===== src/hw/rtl/tga_rle_image_encoder_core_macros.svh =====
// assertion macros for the tga run-length encoder
// used by tga_rle_image_encoder_core, relies on i_clk and i_rst_n in scope
`ifndef TGA_RLE_IMAGE_ENCODER_CORE_MACROS_SVH
`define TGA_RLE_IMAGE_ENCODER_CORE_MACROS_SVH

// property must hold at every clock edge out of reset
`define TGA_RLE_ASSERT(label, prop, msg) \
    label: assert property (@(posedge i_clk) disable iff (!i_rst_n) (prop)) \
        else $error(msg);

// condition must never be seen out of reset
`define TGA_RLE_NEVER(label, cond, msg) \
    label: assert property (@(posedge i_clk) disable iff (!i_rst_n) !(cond)) \
        else $error(msg);

`endif


===== src/hw/rtl/tga_rle_pkg.sv =====
// shared types and constants of the tga run-length encoder
// no dependencies
`timescale 1ns / 1ps

package tga_rle_pkg;

    // configuration register indexes
    localparam logic [1:0] CFG_COLOR_MODE   = 2'd0;
    localparam logic [1:0] CFG_IMAGE_WIDTH  = 2'd1;
    localparam logic [1:0] CFG_IMAGE_HEIGHT = 2'd2;

    // header byte positions and values
    localparam logic [4:0] HDR_TYPE_POS     = 5'd2;
    localparam logic [4:0] HDR_WIDTH_LO     = 5'd12;
    localparam logic [4:0] HDR_WIDTH_HI     = 5'd13;
    localparam logic [4:0] HDR_HEIGHT_LO    = 5'd14;
    localparam logic [4:0] HDR_HEIGHT_HI    = 5'd15;
    localparam logic [4:0] HDR_DEPTH_POS    = 5'd16;
    localparam logic [4:0] HDR_LAST_POS     = 5'd17;

    localparam logic [7:0] IMG_TYPE_COLOR   = 8'd10;
    localparam logic [7:0] IMG_TYPE_GREY    = 8'd11;
    localparam logic [7:0] DEPTH_COLOR      = 8'd24;
    localparam logic [7:0] DEPTH_GREY       = 8'd8;

    // packet count byte is bias plus run length
    localparam logic [7:0] RUN_BIAS         = 8'd127;

    // packet byte positions
    localparam logic [4:0] PKT_LAST_COLOR   = 5'd3;
    localparam logic [4:0] PKT_LAST_GREY    = 5'd1;
    localparam logic [1:0] PKT_COUNT_POS    = 2'd0;
    localparam logic [1:0] PKT_BYTE0_POS    = 2'd1;
    localparam logic [1:0] PKT_BYTE1_POS    = 2'd2;

    // byte job produced by one pixel
    typedef struct packed {
        logic        hdr;         // header still to send
        logic        pa;          // closed run packet still to send
        logic        pb;          // flushed run packet still to send
        logic        frame_last;  // job ends the file
        logic [7:0]  pa_cnt;
        logic [23:0] pa_pix;
        logic [7:0]  pb_cnt;
        logic [23:0] pb_pix;
    } t_job;

endpackage


===== src/hw/rtl/tga_rle_pix_if.sv =====
// pixel channel of the tga run-length encoder
// no dependencies
`timescale 1ns / 1ps

interface tga_rle_pix_if;
    logic        valid;
    logic        ready;
    logic [23:0] pixel_value;
    logic        last_pixel;

    modport source (output valid, output pixel_value, output last_pixel, input ready);
    modport sink   (input valid, input pixel_value, input last_pixel, output ready);
endinterface


===== src/hw/rtl/tga_rle_byte_if.sv =====
// byte stream channel of the tga run-length encoder
// no dependencies
`timescale 1ns / 1ps

interface tga_rle_byte_if;
    logic       valid;
    logic       ready;
    logic [7:0] out_byte;
    logic       item_last;
    logic       frame_end;

    modport source (output valid, output out_byte, output item_last, output frame_end,
                    input ready);
    modport sink   (input valid, input out_byte, input item_last, input frame_end,
                    output ready);
endinterface


===== src/hw/rtl/tga_rle_image_encoder_core.sv =====
// channel   dir  request holds
// i_pix     in   pixel_value[23:0], last_pixel
// o_byte    out  out_byte[7:0], item_last, frame_end
// i_cfg_*   in   write enable, register index, 16-bit data
//
// a pixel merged into an open run is taken and sends nothing
// a pixel that sends bytes holds the byte serializer until they are out:
// 2 or 4 per packet, plus 18 when it opens a frame; one byte leaves per cycle
// while o_byte.ready is high; one job buffer sits ahead of the serializer, so
// the next pixel is taken while bytes are still going out; a stalled output stops both after that
// reset is synchronous and active low; the first pixel after it sends a header
// depends on tga_rle_pkg, tga_rle_pix_if, tga_rle_byte_if and the macros header
`timescale 1ns / 1ps
`include "tga_rle_image_encoder_core_macros.svh"

module tga_rle_image_encoder_core #(
    parameter int MAX_RUN = 127
) (
    input  logic                  i_clk,
    input  logic                  i_rst_n,
    tga_rle_pix_if.sink           i_pix,
    tga_rle_byte_if.source        o_byte,
    input  logic                  i_cfg_we,
    input  logic [1:0]            i_cfg_idx,
    input  logic [15:0]           i_cfg_data
);

    localparam int CW = $clog2(MAX_RUN + 1);

    // configuration
    logic        r_color_mode;
    logic [15:0] r_image_width;
    logic [15:0] r_image_height;

    // run state
    logic [CW-1:0] r_run_count, n_run_count;
    logic [23:0]   r_run_pixel, n_run_pixel;
    logic          r_header_due, n_header_due;

    // job buffer and serializer
    tga_rle_pkg::t_job r_pend, n_job, r_act;
    logic              r_pend_valid;
    logic [4:0]        r_seg;

    logic          in_acc, out_acc;
    logic [CW-1:0] cnt0;
    logic          mismatch;
    logic [23:0]   mask;

    always_ff @(posedge i_clk) begin
        if (!i_rst_n) begin
            r_color_mode   <= 1'b0;
            r_image_width  <= '0;
            r_image_height <= '0;
        end else if (i_cfg_we) begin
            case (i_cfg_idx)
                tga_rle_pkg::CFG_COLOR_MODE:   r_color_mode   <= i_cfg_data[0];
                tga_rle_pkg::CFG_IMAGE_WIDTH:  r_image_width  <= i_cfg_data;
                tga_rle_pkg::CFG_IMAGE_HEIGHT: r_image_height <= i_cfg_data;
                default: ;
            endcase
        end
    end

    // run tracking and job building for an accepted pixel
    assign in_acc = i_pix.valid && i_pix.ready;
    assign mask   = r_color_mode ? 24'hFFFFFF : 24'h0000FF;
    assign cnt0   = r_header_due ? '0 : r_run_count;
    assign mismatch = ((r_run_pixel ^ i_pix.pixel_value) & mask) != 24'd0;

    always_comb begin
        n_job        = '0;
        n_job.hdr    = r_header_due;
        n_job.pa_pix = r_run_pixel;
        n_job.pa_cnt = tga_rle_pkg::RUN_BIAS + 8'(cnt0);
        n_run_pixel  = i_pix.pixel_value;
        n_run_count  = CW'(1);
        if (cnt0 != '0) begin
            if (mismatch || (cnt0 >= CW'(MAX_RUN))) begin
                n_job.pa = 1'b1;
            end else begin
                n_run_pixel = r_run_pixel;
                n_run_count = cnt0 + CW'(1);
            end
        end
        n_job.pb_pix = n_run_pixel;
        n_job.pb_cnt = tga_rle_pkg::RUN_BIAS + 8'(n_run_count);
        n_header_due = 1'b0;
        if (i_pix.last_pixel) begin
            n_job.pb         = 1'b1;
            n_job.frame_last = 1'b1;
            n_run_count      = '0;
            n_header_due     = 1'b1;
        end
    end

    always_ff @(posedge i_clk) begin
        if (!i_rst_n) begin
            r_run_count  <= '0;
            r_run_pixel  <= '0;
            r_header_due <= 1'b1;
        end else if (in_acc) begin
            r_run_count  <= n_run_count;
            r_run_pixel  <= n_run_pixel;
            r_header_due <= n_header_due;
        end
    end

    // serializer: header, closed packet, flushed packet, in that order
    logic        seg_hdr, seg_pa, seg_end, more, act_valid, act_done, act_free;
    logic [7:0]  hdr_byte, pkt_byte, pkt_cnt;
    logic [23:0] pkt_pix;
    logic [4:0]  pkt_last;

    assign act_valid = r_act.hdr || r_act.pa || r_act.pb;
    assign seg_hdr   = r_act.hdr;
    assign seg_pa    = !r_act.hdr && r_act.pa;
    assign pkt_cnt   = seg_pa ? r_act.pa_cnt : r_act.pb_cnt;
    assign pkt_pix   = seg_pa ? r_act.pa_pix : r_act.pb_pix;
    assign pkt_last  = r_color_mode ? tga_rle_pkg::PKT_LAST_COLOR : tga_rle_pkg::PKT_LAST_GREY;
    assign seg_end   = seg_hdr ? (r_seg == tga_rle_pkg::HDR_LAST_POS) : (r_seg == pkt_last);
    assign more      = seg_hdr ? (r_act.pa || r_act.pb) : (seg_pa && r_act.pb);

    always_comb begin
        case (r_seg)
            tga_rle_pkg::HDR_TYPE_POS:
                hdr_byte = r_color_mode ? tga_rle_pkg::IMG_TYPE_COLOR : tga_rle_pkg::IMG_TYPE_GREY;
            tga_rle_pkg::HDR_WIDTH_LO:  hdr_byte = r_image_width[7:0];
            tga_rle_pkg::HDR_WIDTH_HI:  hdr_byte = r_image_width[15:8];
            tga_rle_pkg::HDR_HEIGHT_LO: hdr_byte = r_image_height[7:0];
            tga_rle_pkg::HDR_HEIGHT_HI: hdr_byte = r_image_height[15:8];
            tga_rle_pkg::HDR_DEPTH_POS:
                hdr_byte = r_color_mode ? tga_rle_pkg::DEPTH_COLOR : tga_rle_pkg::DEPTH_GREY;
            default:                    hdr_byte = 8'd0;
        endcase
    end

    always_comb begin
        case (r_seg[1:0])
            tga_rle_pkg::PKT_COUNT_POS: pkt_byte = pkt_cnt;
            tga_rle_pkg::PKT_BYTE0_POS: pkt_byte = pkt_pix[7:0];
            tga_rle_pkg::PKT_BYTE1_POS: pkt_byte = pkt_pix[15:8];
            default:                    pkt_byte = pkt_pix[23:16];
        endcase
    end

    assign o_byte.valid     = act_valid;
    assign o_byte.out_byte  = seg_hdr ? hdr_byte : pkt_byte;
    assign o_byte.item_last = seg_end && !more;
    assign o_byte.frame_end = seg_end && !more && r_act.frame_last;

    assign out_acc  = o_byte.valid && o_byte.ready;
    assign act_done = out_acc && seg_end && !more;
    assign act_free = !act_valid || act_done;

    assign i_pix.ready = !r_pend_valid;

    always_ff @(posedge i_clk) begin
        if (!i_rst_n) begin
            r_pend_valid <= 1'b0;
            r_pend       <= '0;
            r_act        <= '0;
            r_seg        <= '0;
        end else begin
            // merged pixels other than the last send nothing and never take the buffer
            if (in_acc && (n_job.hdr || n_job.pa || n_job.pb)) begin
                r_pend       <= n_job;
                r_pend_valid <= 1'b1;
            end else if (r_pend_valid && act_free) begin
                r_pend_valid <= 1'b0;
            end

            if (r_pend_valid && act_free) begin
                r_act <= r_pend;
                r_seg <= '0;
            end else if (out_acc) begin
                if (seg_end) begin
                    r_seg <= '0;
                    if (seg_hdr) begin
                        r_act.hdr <= 1'b0;
                    end else if (seg_pa) begin
                        r_act.pa <= 1'b0;
                    end else begin
                        r_act.pb <= 1'b0;
                    end
                end else begin
                    r_seg <= r_seg + 5'd1;
                end
            end
        end
    end

    `TGA_RLE_ASSERT(a_frame_end_is_item_last,
        o_byte.valid && o_byte.frame_end |-> o_byte.item_last, "frame end without item last")
    `TGA_RLE_ASSERT(a_pend_has_bytes,
        r_pend_valid |-> (r_pend.hdr || r_pend.pa || r_pend.pb), "empty job buffered")
    `TGA_RLE_ASSERT(a_frame_last_flushes,
        r_pend_valid && r_pend.frame_last |-> r_pend.pb, "frame end without flush packet")
    `TGA_RLE_ASSERT(a_header_opens_run,
        in_acc && r_header_due && !i_pix.last_pixel |=> !r_header_due && (r_run_count == CW'(1)),
        "frame start did not open a run")

endmodule

===== src/flat_wrapper.sv =====
// flat-port wrapper written by rule: the top's interface ports become plain ports
module tga_rle_image_encoder_core_flat 
#(
    parameter int MAX_RUN = 127
)
  (i_clk, i_rst_n, i_cfg_we, i_cfg_idx, i_cfg_data, i_pix_valid, i_pix_pixel_value, i_pix_last_pixel, i_pix_ready, o_byte_valid, o_byte_out_byte, o_byte_item_last, o_byte_frame_end, o_byte_ready);
  tga_rle_pix_if i_pix_i ();
  tga_rle_byte_if o_byte_i ();
  input  logic i_clk;
  input  logic i_rst_n;
  input  logic i_cfg_we;
  input  logic [1:0] i_cfg_idx;
  input  logic [15:0] i_cfg_data;
  input wire logic [$bits(i_pix_i.valid)-1:0] i_pix_valid;
  input wire logic [$bits(i_pix_i.pixel_value)-1:0] i_pix_pixel_value;
  input wire logic [$bits(i_pix_i.last_pixel)-1:0] i_pix_last_pixel;
  output wire logic [$bits(i_pix_i.ready)-1:0] i_pix_ready;
  output wire logic [$bits(o_byte_i.valid)-1:0] o_byte_valid;
  output wire logic [$bits(o_byte_i.out_byte)-1:0] o_byte_out_byte;
  output wire logic [$bits(o_byte_i.item_last)-1:0] o_byte_item_last;
  output wire logic [$bits(o_byte_i.frame_end)-1:0] o_byte_frame_end;
  input wire logic [$bits(o_byte_i.ready)-1:0] o_byte_ready;
  assign i_pix_i.valid = i_pix_valid;
  assign i_pix_i.pixel_value = i_pix_pixel_value;
  assign i_pix_i.last_pixel = i_pix_last_pixel;
  assign i_pix_ready = i_pix_i.ready;
  assign o_byte_valid = o_byte_i.valid;
  assign o_byte_out_byte = o_byte_i.out_byte;
  assign o_byte_item_last = o_byte_i.item_last;
  assign o_byte_frame_end = o_byte_i.frame_end;
  assign o_byte_i.ready = o_byte_ready;
  tga_rle_image_encoder_core #(.MAX_RUN(MAX_RUN)) u_core (.i_clk(i_clk), .i_rst_n(i_rst_n), .i_pix(i_pix_i), .o_byte(o_byte_i), .i_cfg_we(i_cfg_we), .i_cfg_idx(i_cfg_idx), .i_cfg_data(i_cfg_data));
endmodule

===== config.mk =====
export PLATFORM = sky130hd
export DESIGN_NAME = tga_rle_image_encoder_core_flat
export DESIGN_NICKNAME = d
export VERILOG_FILES = /design/src/hw/rtl/tga_rle_pkg.sv /design/src/hw/rtl/tga_rle_pix_if.sv /design/src/hw/rtl/tga_rle_byte_if.sv /design/src/hw/rtl/tga_rle_image_encoder_core.sv /design/src/flat_wrapper.sv
export VERILOG_INCLUDE_DIRS = /design/src /design/src/hw/rtl
export SDC_FILE = /design/constraint.sdc
export NUM_CORES = 1
export LEC_CHECK = 0
export ABC_AREA = 1
export BUFFER_PORTS_ARGS = -buffer_cell sky130_fd_sc_hd__clkbuf_2
export CORE_MARGIN = 4
export CORE_UTILIZATION = 63
export CTS_BUF_LIST = sky130_fd_sc_hd__clkbuf_4 sky130_fd_sc_hd__clkbuf_8
export CTS_CLUSTER_SIZE = 40
export DETAILED_ROUTE_END_ITERATION = 10
export GPL_TIMING_DRIVEN = 0
export MAX_ROUTING_LAYER = met4
export PLACE_DENSITY = 0.89
export SETUP_SLACK_MARGIN = 0.5
export SLEW_MARGIN = 10
export SYNTH_ARGS = -nofsm -noshare
export SYNTH_HDL_FRONTEND = slang
export SYNTH_SLANG_ARGS = --single-unit

===== constraint.sdc =====
create_clock -name i_clk -period 2.6 [get_ports i_clk]
set_clock_uncertainty 0.1 [all_clocks]
set_input_delay 0.26 -clock i_clk [delete_from_list [all_inputs] [get_ports i_clk]]
set_output_delay 0.26 -clock i_clk [all_outputs]
set_load 0.03 [all_outputs]

==> out/metrics.cfg, run 1 <==
[status]
status=did not finish
lastStage=global routing (5_1_grt)
error=[ERROR DPL-0038] Utilization greater than 100%, impossible to legalize

[synth]
yosysTopAreaCell=dfxtp_1
ys.flop_type=dfxtp_1
synthesis.nets=1357
yosysSeqAreaShare_pct=45.0
yosysTopAreaCellShare_pct=45.0
netlist_instances=1300
yosysMostFrequentCell=nor2_1
yosysUniqueCellTypes=38
syn-cell-area_mm2=0.00917
synthTopCellsByCount=nor2_1, nand2_1, dfxtp_1
synthArstFlopShare_pct=0
synth-seq-cells=206
yosys_warnings=0
synth_edf_count=0
avgSynthCellArea_um2=7.05
ys_top_cells_by_area=dfxtp_1, nor2_1, nand2_1, o21ai_0, a21oi_1

[floorplanning]
rows=43
io_pins=60
die_x_um=129
start_util_pct=65.3
die_h_um=129

[placement]
port_buffers=59
dpl-instance-area_mm2=0.00982
dp_hpwl_um=19300
gp_congestion=0.980

[clock_tree]
cts_buffers=35
clock_path_buffers=3
cts_max_level=2
cts_sinks=206
root_buffer=clkbuf_8

[global_route]
grt_max_degree=11

[timing]
worst_endpoint=o_byte_out_byte[0]
endpoint_type=top-level output

-- cells by family after synthesis --
kind of cell               after synthesis  share of synthesized area, %
DFF                                    206                          45.0
adders and majority gates                9                          1.23
and+or+nand+nor                        546                          23.9
buffers and inverters                  178                          8.14
AOI/OAI and AO/OA                      341                          19.8
xor gates and xnor gates                20                          1.91
-- metrics by stage --
stage | setup WS (ns) | hold slack [ns] | cells
4_1_cts | -0.00434 | 0.000766 | 1710
3_5_place_dp | 0.0312 | 0.345 | 1539
3_3_place_gp | 0.0518 | 0.336 | 1539
2_1_floorplan | 0.501 | 0.295 | 1300
-- timing repair --
| item | in CTS |
|---|---|
| endpoints found under the setup margin | 169 |
| gates resized for setup | 457 |
| cloned | 20 |
| setup buffers | 61 |
| endpoints found under the hold margin | 52 |
| hold buffers | 28 |
| pin swaps | 97 |
==> run 2, diff against run 1 <==
--- a/config.mk
+++ b/config.mk
@@ -9,14 +9,10 @@
 export ABC_AREA = 1
 export BUFFER_PORTS_ARGS = -buffer_cell sky130_fd_sc_hd__clkbuf_2
 export CORE_MARGIN = 4
-export CORE_UTILIZATION = 63
-export CTS_BUF_LIST = sky130_fd_sc_hd__clkbuf_4 sky130_fd_sc_hd__clkbuf_8
-export CTS_CLUSTER_SIZE = 40
+export CORE_UTILIZATION = 40
 export DETAILED_ROUTE_END_ITERATION = 10
 export GPL_TIMING_DRIVEN = 0
-export MAX_ROUTING_LAYER = met4
-export PLACE_DENSITY = 0.89
-export SETUP_SLACK_MARGIN = 0.5
+export PLACE_DENSITY_LB_ADDON = 0.15
 export SLEW_MARGIN = 10
 export SYNTH_ARGS = -nofsm -noshare
 export SYNTH_HDL_FRONTEND = slang
==> out/metrics.cfg, run 2 <==
[synth]
avgSynthCellArea_um2=7.05  ; unchanged
ys.flop_type=dfxtp_1
synthesis.nets=1357  ; unchanged
ys_top_cells_by_area=dfxtp_1, nor2_1, nand2_1, o21ai_0, a21oi_1
yosysTopAreaCell=dfxtp_1
yosysUniqueCellTypes=38  ; unchanged
syn-cell-area_mm2=0.00917  ; unchanged
yosys_warnings=0  ; unchanged
synthArstFlopShare_pct=0  ; unchanged
yosysTopAreaCellShare_pct=45.0  ; unchanged
synthTopCellsByCount=nor2_1, nand2_1, dfxtp_1
netlist_instances=1300  ; unchanged
synth_edf_count=0  ; unchanged
synth-seq-cells=206  ; unchanged
yosysSeqAreaShare_pct=45.0  ; unchanged
yosysMostFrequentCell=nor2_1

[final_layout]
antenna_cells=0
layout_common_cells=nor2_1, nand2_1, dfxtp_1
drive_above_1_share_pct=15.3
syn2layout_area_growth_pct=24.2
reg_top3=u_core.r_act: 67 flops, u_core.r_pend: 67 flops, u_core.r_run_pixel: 24 flops
post-route-util_pct=50.4
nFillCells=2333
layout_commonest_cell=nor2_1
final_net_count=1483

[timing]
worst_pin_slew_ns=0.928
hold_violations=0
slew_headroom_pct=37.7
setup_ws_ns=0.0283
fmax_mhz=389
setup_viol=0
finalCritPeriodShare_pct=98.9
finalMaxSlewViolations=0
holdWs_ns=0.0433
fin_crit_ns=2.57
rsz0062_at_grt=yes

[floorplanning]
start_util_pct=40.6  ; -25 points
io_pins=60  ; unchanged
die_h_um=159  ; +24%
design.core.area_mm2=0.0226
die_area_mm2=0.0254
rows=55  ; +28%
die_x_um=159  ; +24%

[detailed_routing]
routed_via_density=5.02
ant_nets=0
wl_per_cell_um=16.3
dr_total_vias=8673
drtPass1Iterations=5
wl_um=28100
drt_iter0_markers=666
drc=0

[global_route]
grt_pass1_wl_um=44700
grt.total_usage_pct=21.6
grt_max_degree=13
gr-total-overflow=0
antenna_found_initial=0
grt_pass1_vias=8347

[clock_tree]
root_buffer=clkbuf_16
clk_pin_slew_ns=0.06
cts_max_level=1  ; -1
clock_latency_ns=0.51
cts_tree=built
clock_path_buffers=3  ; unchanged
cts_buffers=24  ; -31%
cts_sinks=206  ; unchanged

[setup_path]
crit_family=compound AO/OA/AOI/OAI gates
slowest_delay_ns=0.39
worstPathCellList=inv_2 -> ha_4 -> buf_4 -> a21oi_2 -> nand3_2 -> a21oi_2 -> o22ai_2 -> buf_6
worstPathRequired_ns=2.24
worst_setup_path_end_kind=primary output
cpMostUsedCell=a21oi_2
crit_fanout=10
startpoint_type=flop
crit_buf_inv=3
critPathKind=flop to primary output
cpMaxStageDelayCell=dfxtp_4
worstPathArrival_ns=2.21

[job]
max_cap_violations=0

[status]
status=finished, final reports clean

[placement]
gp_congestion=0.881  ; -10%
place_ws_ns=-0.298  ; -0.329 ns
dp_hpwl_um=21000  ; +8.9%
port_buffers=59  ; unchanged

[pwr]
total_power_uw=8080
vdd_drop_max_v=0.000413
p_leak_uw=0.00483
cellPowerDensity_mw_per_mm2=710

[worst_hold_path]
min_path_type=input pin to flop

## run 2: repair_timing
| item | in CTS | in global routing |
|---|---|---|
| gates cloned | 0 | 1 |
| setup endpoints to repair | 65 | 142 |
| hold endpoints to repair | 51 | 0 |
| pin swaps | 8 | 10 |
| buffers inserted | 6 | 8 |
| gates resized for setup | 61 | 72 |
| hold buffers | 29 | 0 |
## run 2: area by class of cell
type	count	area (um^2)	share of cell area, %
plain buffers	73	392	3.44
clock buffers	34	679	5.97
clock inverters	10	128	1.12
inverters	102	392	3.44
multi-input cells	917	4580	40.3
flip-flops and latches	206	4130	36.3
well taps	285	357	3.13
repair buffers	102	716	6.29
## run 2: final timing paths
kind                                                 to                    start  depth (start not counted)  slack (ns)
worst min-delay path             u_core.r_run_pixel[22]    i_pix_pixel_value[22]                          5        0.04
worst max-delay path                 o_byte_out_byte[4]          u_core.r_seg[0]                          8        0.03
worst min register to register  u_core.r_image_width[6]  u_core.r_image_width[6]                          2        0.36
worst max register to register        u_core.r_pend[29]      u_core.r_header_due                         15        0.17
## run 2: logic make-up (layout without fill, tap and decap cells)
family          after synthesis  count (layout)  synth area share, %
xor+xnor                     20              20                 1.91
buf+inv                     178             321                 8.14
compound gates              341             341                 19.8
simple gates                546             547                 23.9
fa+ha+maj                     9               9                 1.23
flops                       206             206                 45.0
## run 2: through the flow
| step | instance area [um^2] | std cells | TNS, ns |
|---|---|---|---|
| 6_report | 11400 | 1729 | 0 |
| 5_1_grt | 11400 | 1729 | -0.135 |
| 4_1_cts | 11100 | 1720 | -0.00965 |
| 3_5_place_dp | 9820 | 1644 | -4.14 |
| 3_3_place_gp | 9820 | 1644 | -4.24 |
| 2_1_floorplan | 9170 | 1300 | 0 |
## run 2: where the power goes
group          leakage (uW)  switching, uW  total (uW)  internal, uW
sequential          0.00170            159        3580          3420
combinational       0.00274            667        1060           391
clock              0.000397           1330        3440          2110
## run 2: routing by layer
metal	global-route usage [%]	part of all wire (%)	wire (um)
met1	30.0	47	13300
met2	35.2	45	12700
met3	2.95	5.1	1430
met4	6.35	2.4	670
met5	0	0	0
## run 2: worst reg2reg max path: cells and delay by family (launching register included)
kind / cells / cell delay [ns]
buffers and inverters: 3 / 0.28
adder cells (fa/ha/maj): 1 / 0.16
AND/OR/NAND/NOR: 11 / 1.47
flip-flops: 1 / 0.32
(Power assumes the default switching activity.)
==> run 3, diff against run 2 <==
--- a/config.mk
+++ b/config.mk
@@ -13,6 +13,7 @@
 export DETAILED_ROUTE_END_ITERATION = 10
 export GPL_TIMING_DRIVEN = 0
 export PLACE_DENSITY_LB_ADDON = 0.15
+export RECOVER_POWER = 25
 export SLEW_MARGIN = 10
 export SYNTH_ARGS = -nofsm -noshare
 export SYNTH_HDL_FRONTEND = slang
==> constraint.sdc (replaced) <==
create_clock -name i_clk -period 2.6 [get_ports i_clk]
set_clock_uncertainty 0.1 [all_clocks]
set_input_delay 0.52 -clock i_clk [delete_from_list [all_inputs] [get_ports i_clk]]
set_output_delay 0.52 -clock i_clk [all_outputs]
set_load 0.03 [all_outputs]
==> out/metrics.cfg, run 3 (synthesized netlist as in run 2, its figures left out) <==
[global_route]
grt_pass1_vias=8216  ; -1.6%
grt_max_degree=12  ; -1
antenna_found_initial=0  ; unchanged
gr-total-overflow=0  ; unchanged
grt_pass1_wl_um=46200  ; +3.4%
grt.total_usage_pct=22.7  ; +1.1 points

[timing]
setup_ws_ns=-0.138  ; -0.167 ns
hold_violations=0  ; unchanged
worst_pin_slew_ns=0.966  ; +0.0382 ns
finalCritPeriodShare_pct=105  ; +6.4 points
finalMaxSlewViolations=0  ; unchanged
fin_crit_ns=2.74  ; +0.167 ns
fmax_mhz=365  ; -6.1%
rsz0062_at_grt=yes
holdWs_ns=0.145  ; +0.101 ns
slew_headroom_pct=35.1  ; -2.6 points
setup_viol=25  ; +25

[job]
max_cap_violations=0  ; unchanged

[clock_tree]
clock_path_buffers=3  ; unchanged
root_buffer=clkbuf_16
cts_max_level=1  ; unchanged
clk_pin_slew_ns=0.06  ; about the same
cts_tree=built
cts_sinks=206  ; unchanged
holdBufCountCts=0  ; -100%
clock_latency_ns=0.51  ; about the same
cts_buffers=24  ; unchanged

[final_layout]
antenna_cells=0  ; unchanged
post-route-util_pct=50.5  ; +0.089 points
reg_top3=u_core.r_act: 67 flops, u_core.r_pend: 67 flops, u_core.r_run_pixel: 24 flops
layout_common_cells=nor2_1, nand2_1, dfxtp_1
final_net_count=1461  ; -1.5%
syn2layout_area_growth_pct=24.4
drive_above_1_share_pct=18.2  ; +2.9 points
layout_commonest_cell=nor2_1

[pwr]
intPower_uw=5810  ; -1.9%
cellPowerDensity_mw_per_mm2=697  ; -1.8%
comb_power_share_pct=13.6  ; +0.5 points
vdd_drop_max_v=0.000458  ; +11%
swShare_pct=26.9  ; +0.23 points
p_sw_uw=2140  ; -0.79%
seqPwrFrac_pct=45.2  ; +0.9 points
p_leak_uw=0.00480  ; -0.63%
clock_power_share_pct=41.2  ; -1.4 points

[setup_path]
cpMaxStageDelayCell=dfxtp_4
slowest_delay_ns=0.38  ; about the same
worstPathArrival_ns=2.12  ; -0.09 ns
cpMostUsedCell=ha_4
startpoint_type=flop
critPathKind=flop to primary output
worstPathRequired_ns=1.98  ; -0.26 ns
worstPathCellList=ha_4 -> clkinv_8 -> nor2_4 -> ha_4 -> buf_6 -> a221oi_4 -> o22ai_2 -> clkbuf_8
worst_setup_path_end_kind=primary output
crit_fanout=7  ; -3

[detailed_routing]
dr_wl_met2_um=13300  ; +4.7%
drc=0  ; unchanged
wl_um=29600  ; +5.2%
drtPass1Iterations=6  ; +1
drt-met1-wl_um=13900  ; +4.5%
routed_via_density=5.12  ; +2.0%
dr_total_vias=8696  ; +0.27%
highest_layer=met4
wl_per_cell_um=17.4  ; +7.0%
drt_iter0_markers=599  ; -10%
ant_nets=0  ; unchanged
wl_met3_um=1550  ; +8.4%

[placement]
dp_hpwl_um=22400  ; +6.6%
port_buffers=59  ; unchanged
gp_congestion=0.893  ; +1.3%

[floorplanning]
design.core.area_mm2=0.0226  ; unchanged
die_h_um=159  ; unchanged
rows=55  ; unchanged
die_x_um=159  ; unchanged
io_pins=60  ; unchanged
die_area_mm2=0.0254  ; unchanged
start_util_pct=40.6  ; unchanged

[worst_hold_path]
min_path_type=input pin to flop

[status]
status=finished with violations
violations=negative setup slack

-- run 3: final timing paths --
check	end	slack, ns	startpoint	cells after the start
hold / removal	u_core.r_image_height[2]	0.14	i_cfg_data[2]	3
setup reg to reg	u_core.r_act[12]	-0.07	u_core.seg_hdr	11
setup / recovery	o_byte_out_byte[7]	-0.14	u_core.r_seg[0]	8
hold reg to reg	u_core.r_run_count[3]	0.36	u_core.r_run_count[3]	2
-- run 3: metrics by stage --
| stage | power (uW) | area (um^2) | cells | TNS (ns) | setup slack [ns] |
|---|---|---|---|---|---|
| global placement | 4640 | 9870 | 1644 | -6.52 | -0.538 |
| floorplan | 4290 | 9220 | 1300 | 0 | 0.0776 |
| finish | 7950 | 11400 | 1700 | -1.14 | -0.138 |
| global route | 8300 | 11400 | 1700 | -12.10 | -0.269 |
| detailed placement | 4650 | 9870 | 1644 | -7.06 | -0.504 |
| CTS | 7970 | 11200 | 1694 | -0.906 | -0.131 |
-- run 3: layout make-up --
| cell class | count | area [um^2] |
|---|---|---|
| Timing Repair Buffer | 82 | 586 |
| Buffer | 72 | 414 |
| Tap cell | 285 | 357 |
| Fill cell | 2300 | 11200 |
| Multi-Input combinational cell | 916 | 4740 |
| Clock buffer | 35 | 723 |
| Clock inverter | 2 | 37.5 |
| Inverter | 102 | 407 |
| Sequential cell | 206 | 4140 |
-- run 3: critical path: cells and delay by family (launching register included) --
| kind | cells | cell delay (ns) |
|---|---|---|
| AOI/OAI and AO/OA | 2 | 0.42 |
| adders and majority gates | 2 | 0.41 |
| buffers and inverters | 3 | 0.37 |
| DFF | 1 | 0.38 |
| and+or+nand+nor | 1 | 0.03 |
-- run 3: timing repair --
item | CTS | global route
buffers inserted | 15 | 7
endpoints found under the setup margin | 68 | 126
gates cloned | 2 | 0
gates resized for setup | 121 | 59
pin swaps | 32 | 24
-- run 3: metal layers --
metal / vias to the layer above / GRT usage, %
met2: 215 / 36.8
met4: 0 / 5.68
met5: - / 0
met3: 48 / 3.08
met1: 4001 / 32.2
li1: 4432 / -
-- run 3: power groups by stage --
stage               clock, uW  combinational (uW)  sequential [uW]
CTS                      3320                1070             3580
global route             3460                1220             3610
finish                   3270                1080             3590
detailed placement          0                1010             3640
global placement            0                1000             3640
floorplan                   0                 708             3580
==> run 4, diff against run 3 <==
--- a/config.mk
+++ b/config.mk
@@ -14,6 +14,7 @@
 export GPL_TIMING_DRIVEN = 0
 export PLACE_DENSITY_LB_ADDON = 0.15
 export RECOVER_POWER = 25
+export SKIP_CTS_REPAIR_TIMING = 1
 export SLEW_MARGIN = 10
 export SYNTH_ARGS = -nofsm -noshare
 export SYNTH_HDL_FRONTEND = slang
==> out/metrics.cfg, run 4 (synthesized netlist as in run 2, its figures left out) <==
[status]
violations=negative setup slack
status=finished with violations

[detailed_routing]
wl_um=29200  ; -1.2%
ant_nets=0  ; unchanged
dr_total_vias=8631  ; -0.75%
drt_iter0_markers=564  ; -5.8%
drtPass1Iterations=5  ; -1
wl_per_cell_um=17.2  ; -1.4%
drc=0  ; unchanged
routed_via_density=5.07  ; -0.98%

[timing]
setup_ws_ns=-0.277  ; -0.139 ns
fmax_mhz=348  ; -4.8%
slew_headroom_pct=35.1  ; about the same
setup_viol=21  ; -16%
worst_pin_slew_ns=0.967  ; +0.000315 ns
fin_crit_ns=2.88  ; +0.139 ns
rsz0062_at_grt=yes
finalCritPeriodShare_pct=111  ; +5.3 points
finalMaxSlewViolations=0  ; unchanged
holdWs_ns=0.144  ; -0.000468 ns
hold_violations=0  ; unchanged

[clock_tree]
cts_sinks=206  ; unchanged
root_buffer=clkbuf_16
clk_pin_slew_ns=0.06  ; about the same
cts_max_level=1  ; unchanged
clock_path_buffers=3  ; unchanged
cts_buffers=24  ; unchanged
cts_tree=built
clock_latency_ns=0.51  ; about the same

[floorplanning]
die_area_mm2=0.0254  ; unchanged
die_h_um=159  ; unchanged
die_x_um=159  ; unchanged
start_util_pct=40.6  ; unchanged
rows=55  ; unchanged
design.core.area_mm2=0.0226  ; unchanged
io_pins=60  ; unchanged

[final_layout]
multi_input_area_mm2=0.00459  ; -3.2%
antenna_cells=0  ; unchanged
drive_above_1_share_pct=16.2  ; -2.0 points
register_area_mm2=0.00413  ; about the same
nFillCells=2333  ; +1.4%
syn2layout_area_growth_pct=22.1
final_net_count=1465  ; +0.27%
post-route-util_pct=49.6  ; -0.93 points
reg_top3=u_core.r_act: 67 flops, u_core.r_pend: 67 flops, u_core.r_run_pixel: 24 flops
layout_common_cells=nor2_1, nand2_1, dfxtp_1
layout_commonest_cell=nor2_1
fin_area_mm2=0.0112  ; -1.8%

[placement]
dpl-instance-area_mm2=0.00987  ; unchanged
place_ws_ns=-0.504  ; unchanged
gp_congestion=0.893  ; unchanged
port_buffers=59  ; unchanged
dp_hpwl_um=22400  ; unchanged

[setup_path]
crit_family=compound AO/OA/AOI/OAI gates
crit_buf_inv=3  ; unchanged
startpoint_type=flop
cpMaxStageDelayCell=dfxtp_4
slowest_delay_ns=0.40  ; +0.02 ns
critPathKind=flop to primary output
worstPathCellList=clkinvlp_4 -> ha_4 -> buf_8 -> a32o_2 -> a211oi_2 -> o22ai_2 -> buf_6
worstPathRequired_ns=1.98  ; about the same
crit_fanout=5  ; -2
worst_setup_path_end_kind=primary output
worstPathArrival_ns=2.26  ; +0.14 ns

[global_route]
grt_pass1_wl_um=45300  ; -2.1%
grt.total_usage_pct=22.2  ; -0.48 points
gr-total-overflow=0  ; unchanged
grt_max_degree=12  ; unchanged
antenna_found_initial=0  ; unchanged
grt_pass1_vias=8009  ; -2.5%

[pwr]
comb_power_share_pct=13.3  ; -0.3 points
p_sw_uw=2120  ; -0.75%
seqPwrFrac_pct=45.3  ; about the same
clock_power_share_pct=41.4  ; +0.2 points
intPower_uw=5790  ; -0.36%
p_leak_uw=0.00477  ; -0.67%
swShare_pct=26.8  ; -0.078 points
cellPowerDensity_mw_per_mm2=707  ; +1.4%
vdd_drop_max_v=0.000468  ; +2.2%
total_power_uw=7910  ; -0.47%

[job]
max_cap_violations=0  ; unchanged

[worst_hold_path]
min_path_type=input pin to flop

==> run 4: cell count changes in the layout (fill, tap and decap cells not counted), moves of 6 or more <==
cell,delta
clkbuf_8,-10
nand2_1,+6
a21oi_2,-7
o21ai_2,-6
buf_4,+9
o21ai_0,+6
a21oi_1,+6
==> run 4: metrics by stage <==
stage | TNS [ns] | instances
global route | -12.12 | 1704
finish | -2.47 | 1704
CTS | -11.55 | 1681
global placement | -6.52 | 1644
detailed placement | -7.06 | 1644
floorplan | 0 | 1300
==> run 4: layer usage <==
metal,vias up,wire [um],track usage [%]
li1,4449,-,-
met4,0,755,5.13
met2,204,13000,35.6
met5,-,0,0
met3,42,1470,3.08
met1,3936,14000,32.0
==> run 4: final timing paths <==
kind | from | endpoint | slack, ns | depth (start not counted)
worst min register to register | u_core.r_image_width[15] | u_core.r_image_width[15] | 0.35 | 2
worst max-delay path | u_core.r_seg[1] | o_byte_out_byte[0] | -0.28 | 7
worst max register to register | u_core.r_color_mode | u_core.r_act[42] | -0.10 | 11
worst min-delay path | i_cfg_data[2] | u_core.r_image_height[2] | 0.14 | 3
==> run 4: cell type report <==
type	count	area share, %
Tap cell	285	3.19
Clock buffer	35	6.46
Multi-Input combinational cell	916	41.0
Sequential cell	206	36.9
Buffer	73	3.44
Clock inverter	2	0.335
Timing Repair Buffer	85	5.09
Inverter	102	3.57
==> run 4: tightest hold or removal path, delay by kind of cell <==
kind                   cells  cell delay (ns)
AND/OR/NAND/NOR            2             0.12
buffers and inverters      1             0.09
==> run 4: power by group through the flow <==
stage / Combinational [uW] / Clock, uW / Sequential (uW)
floorplan: 708 / 0 / 3580
global placement: 1000 / 0 / 3640
detailed placement: 1010 / 0 / 3640
CTS: 1010 / 3320 / 3580
global route: 1190 / 3470 / 3610
finish: 1050 / 3270 / 3580
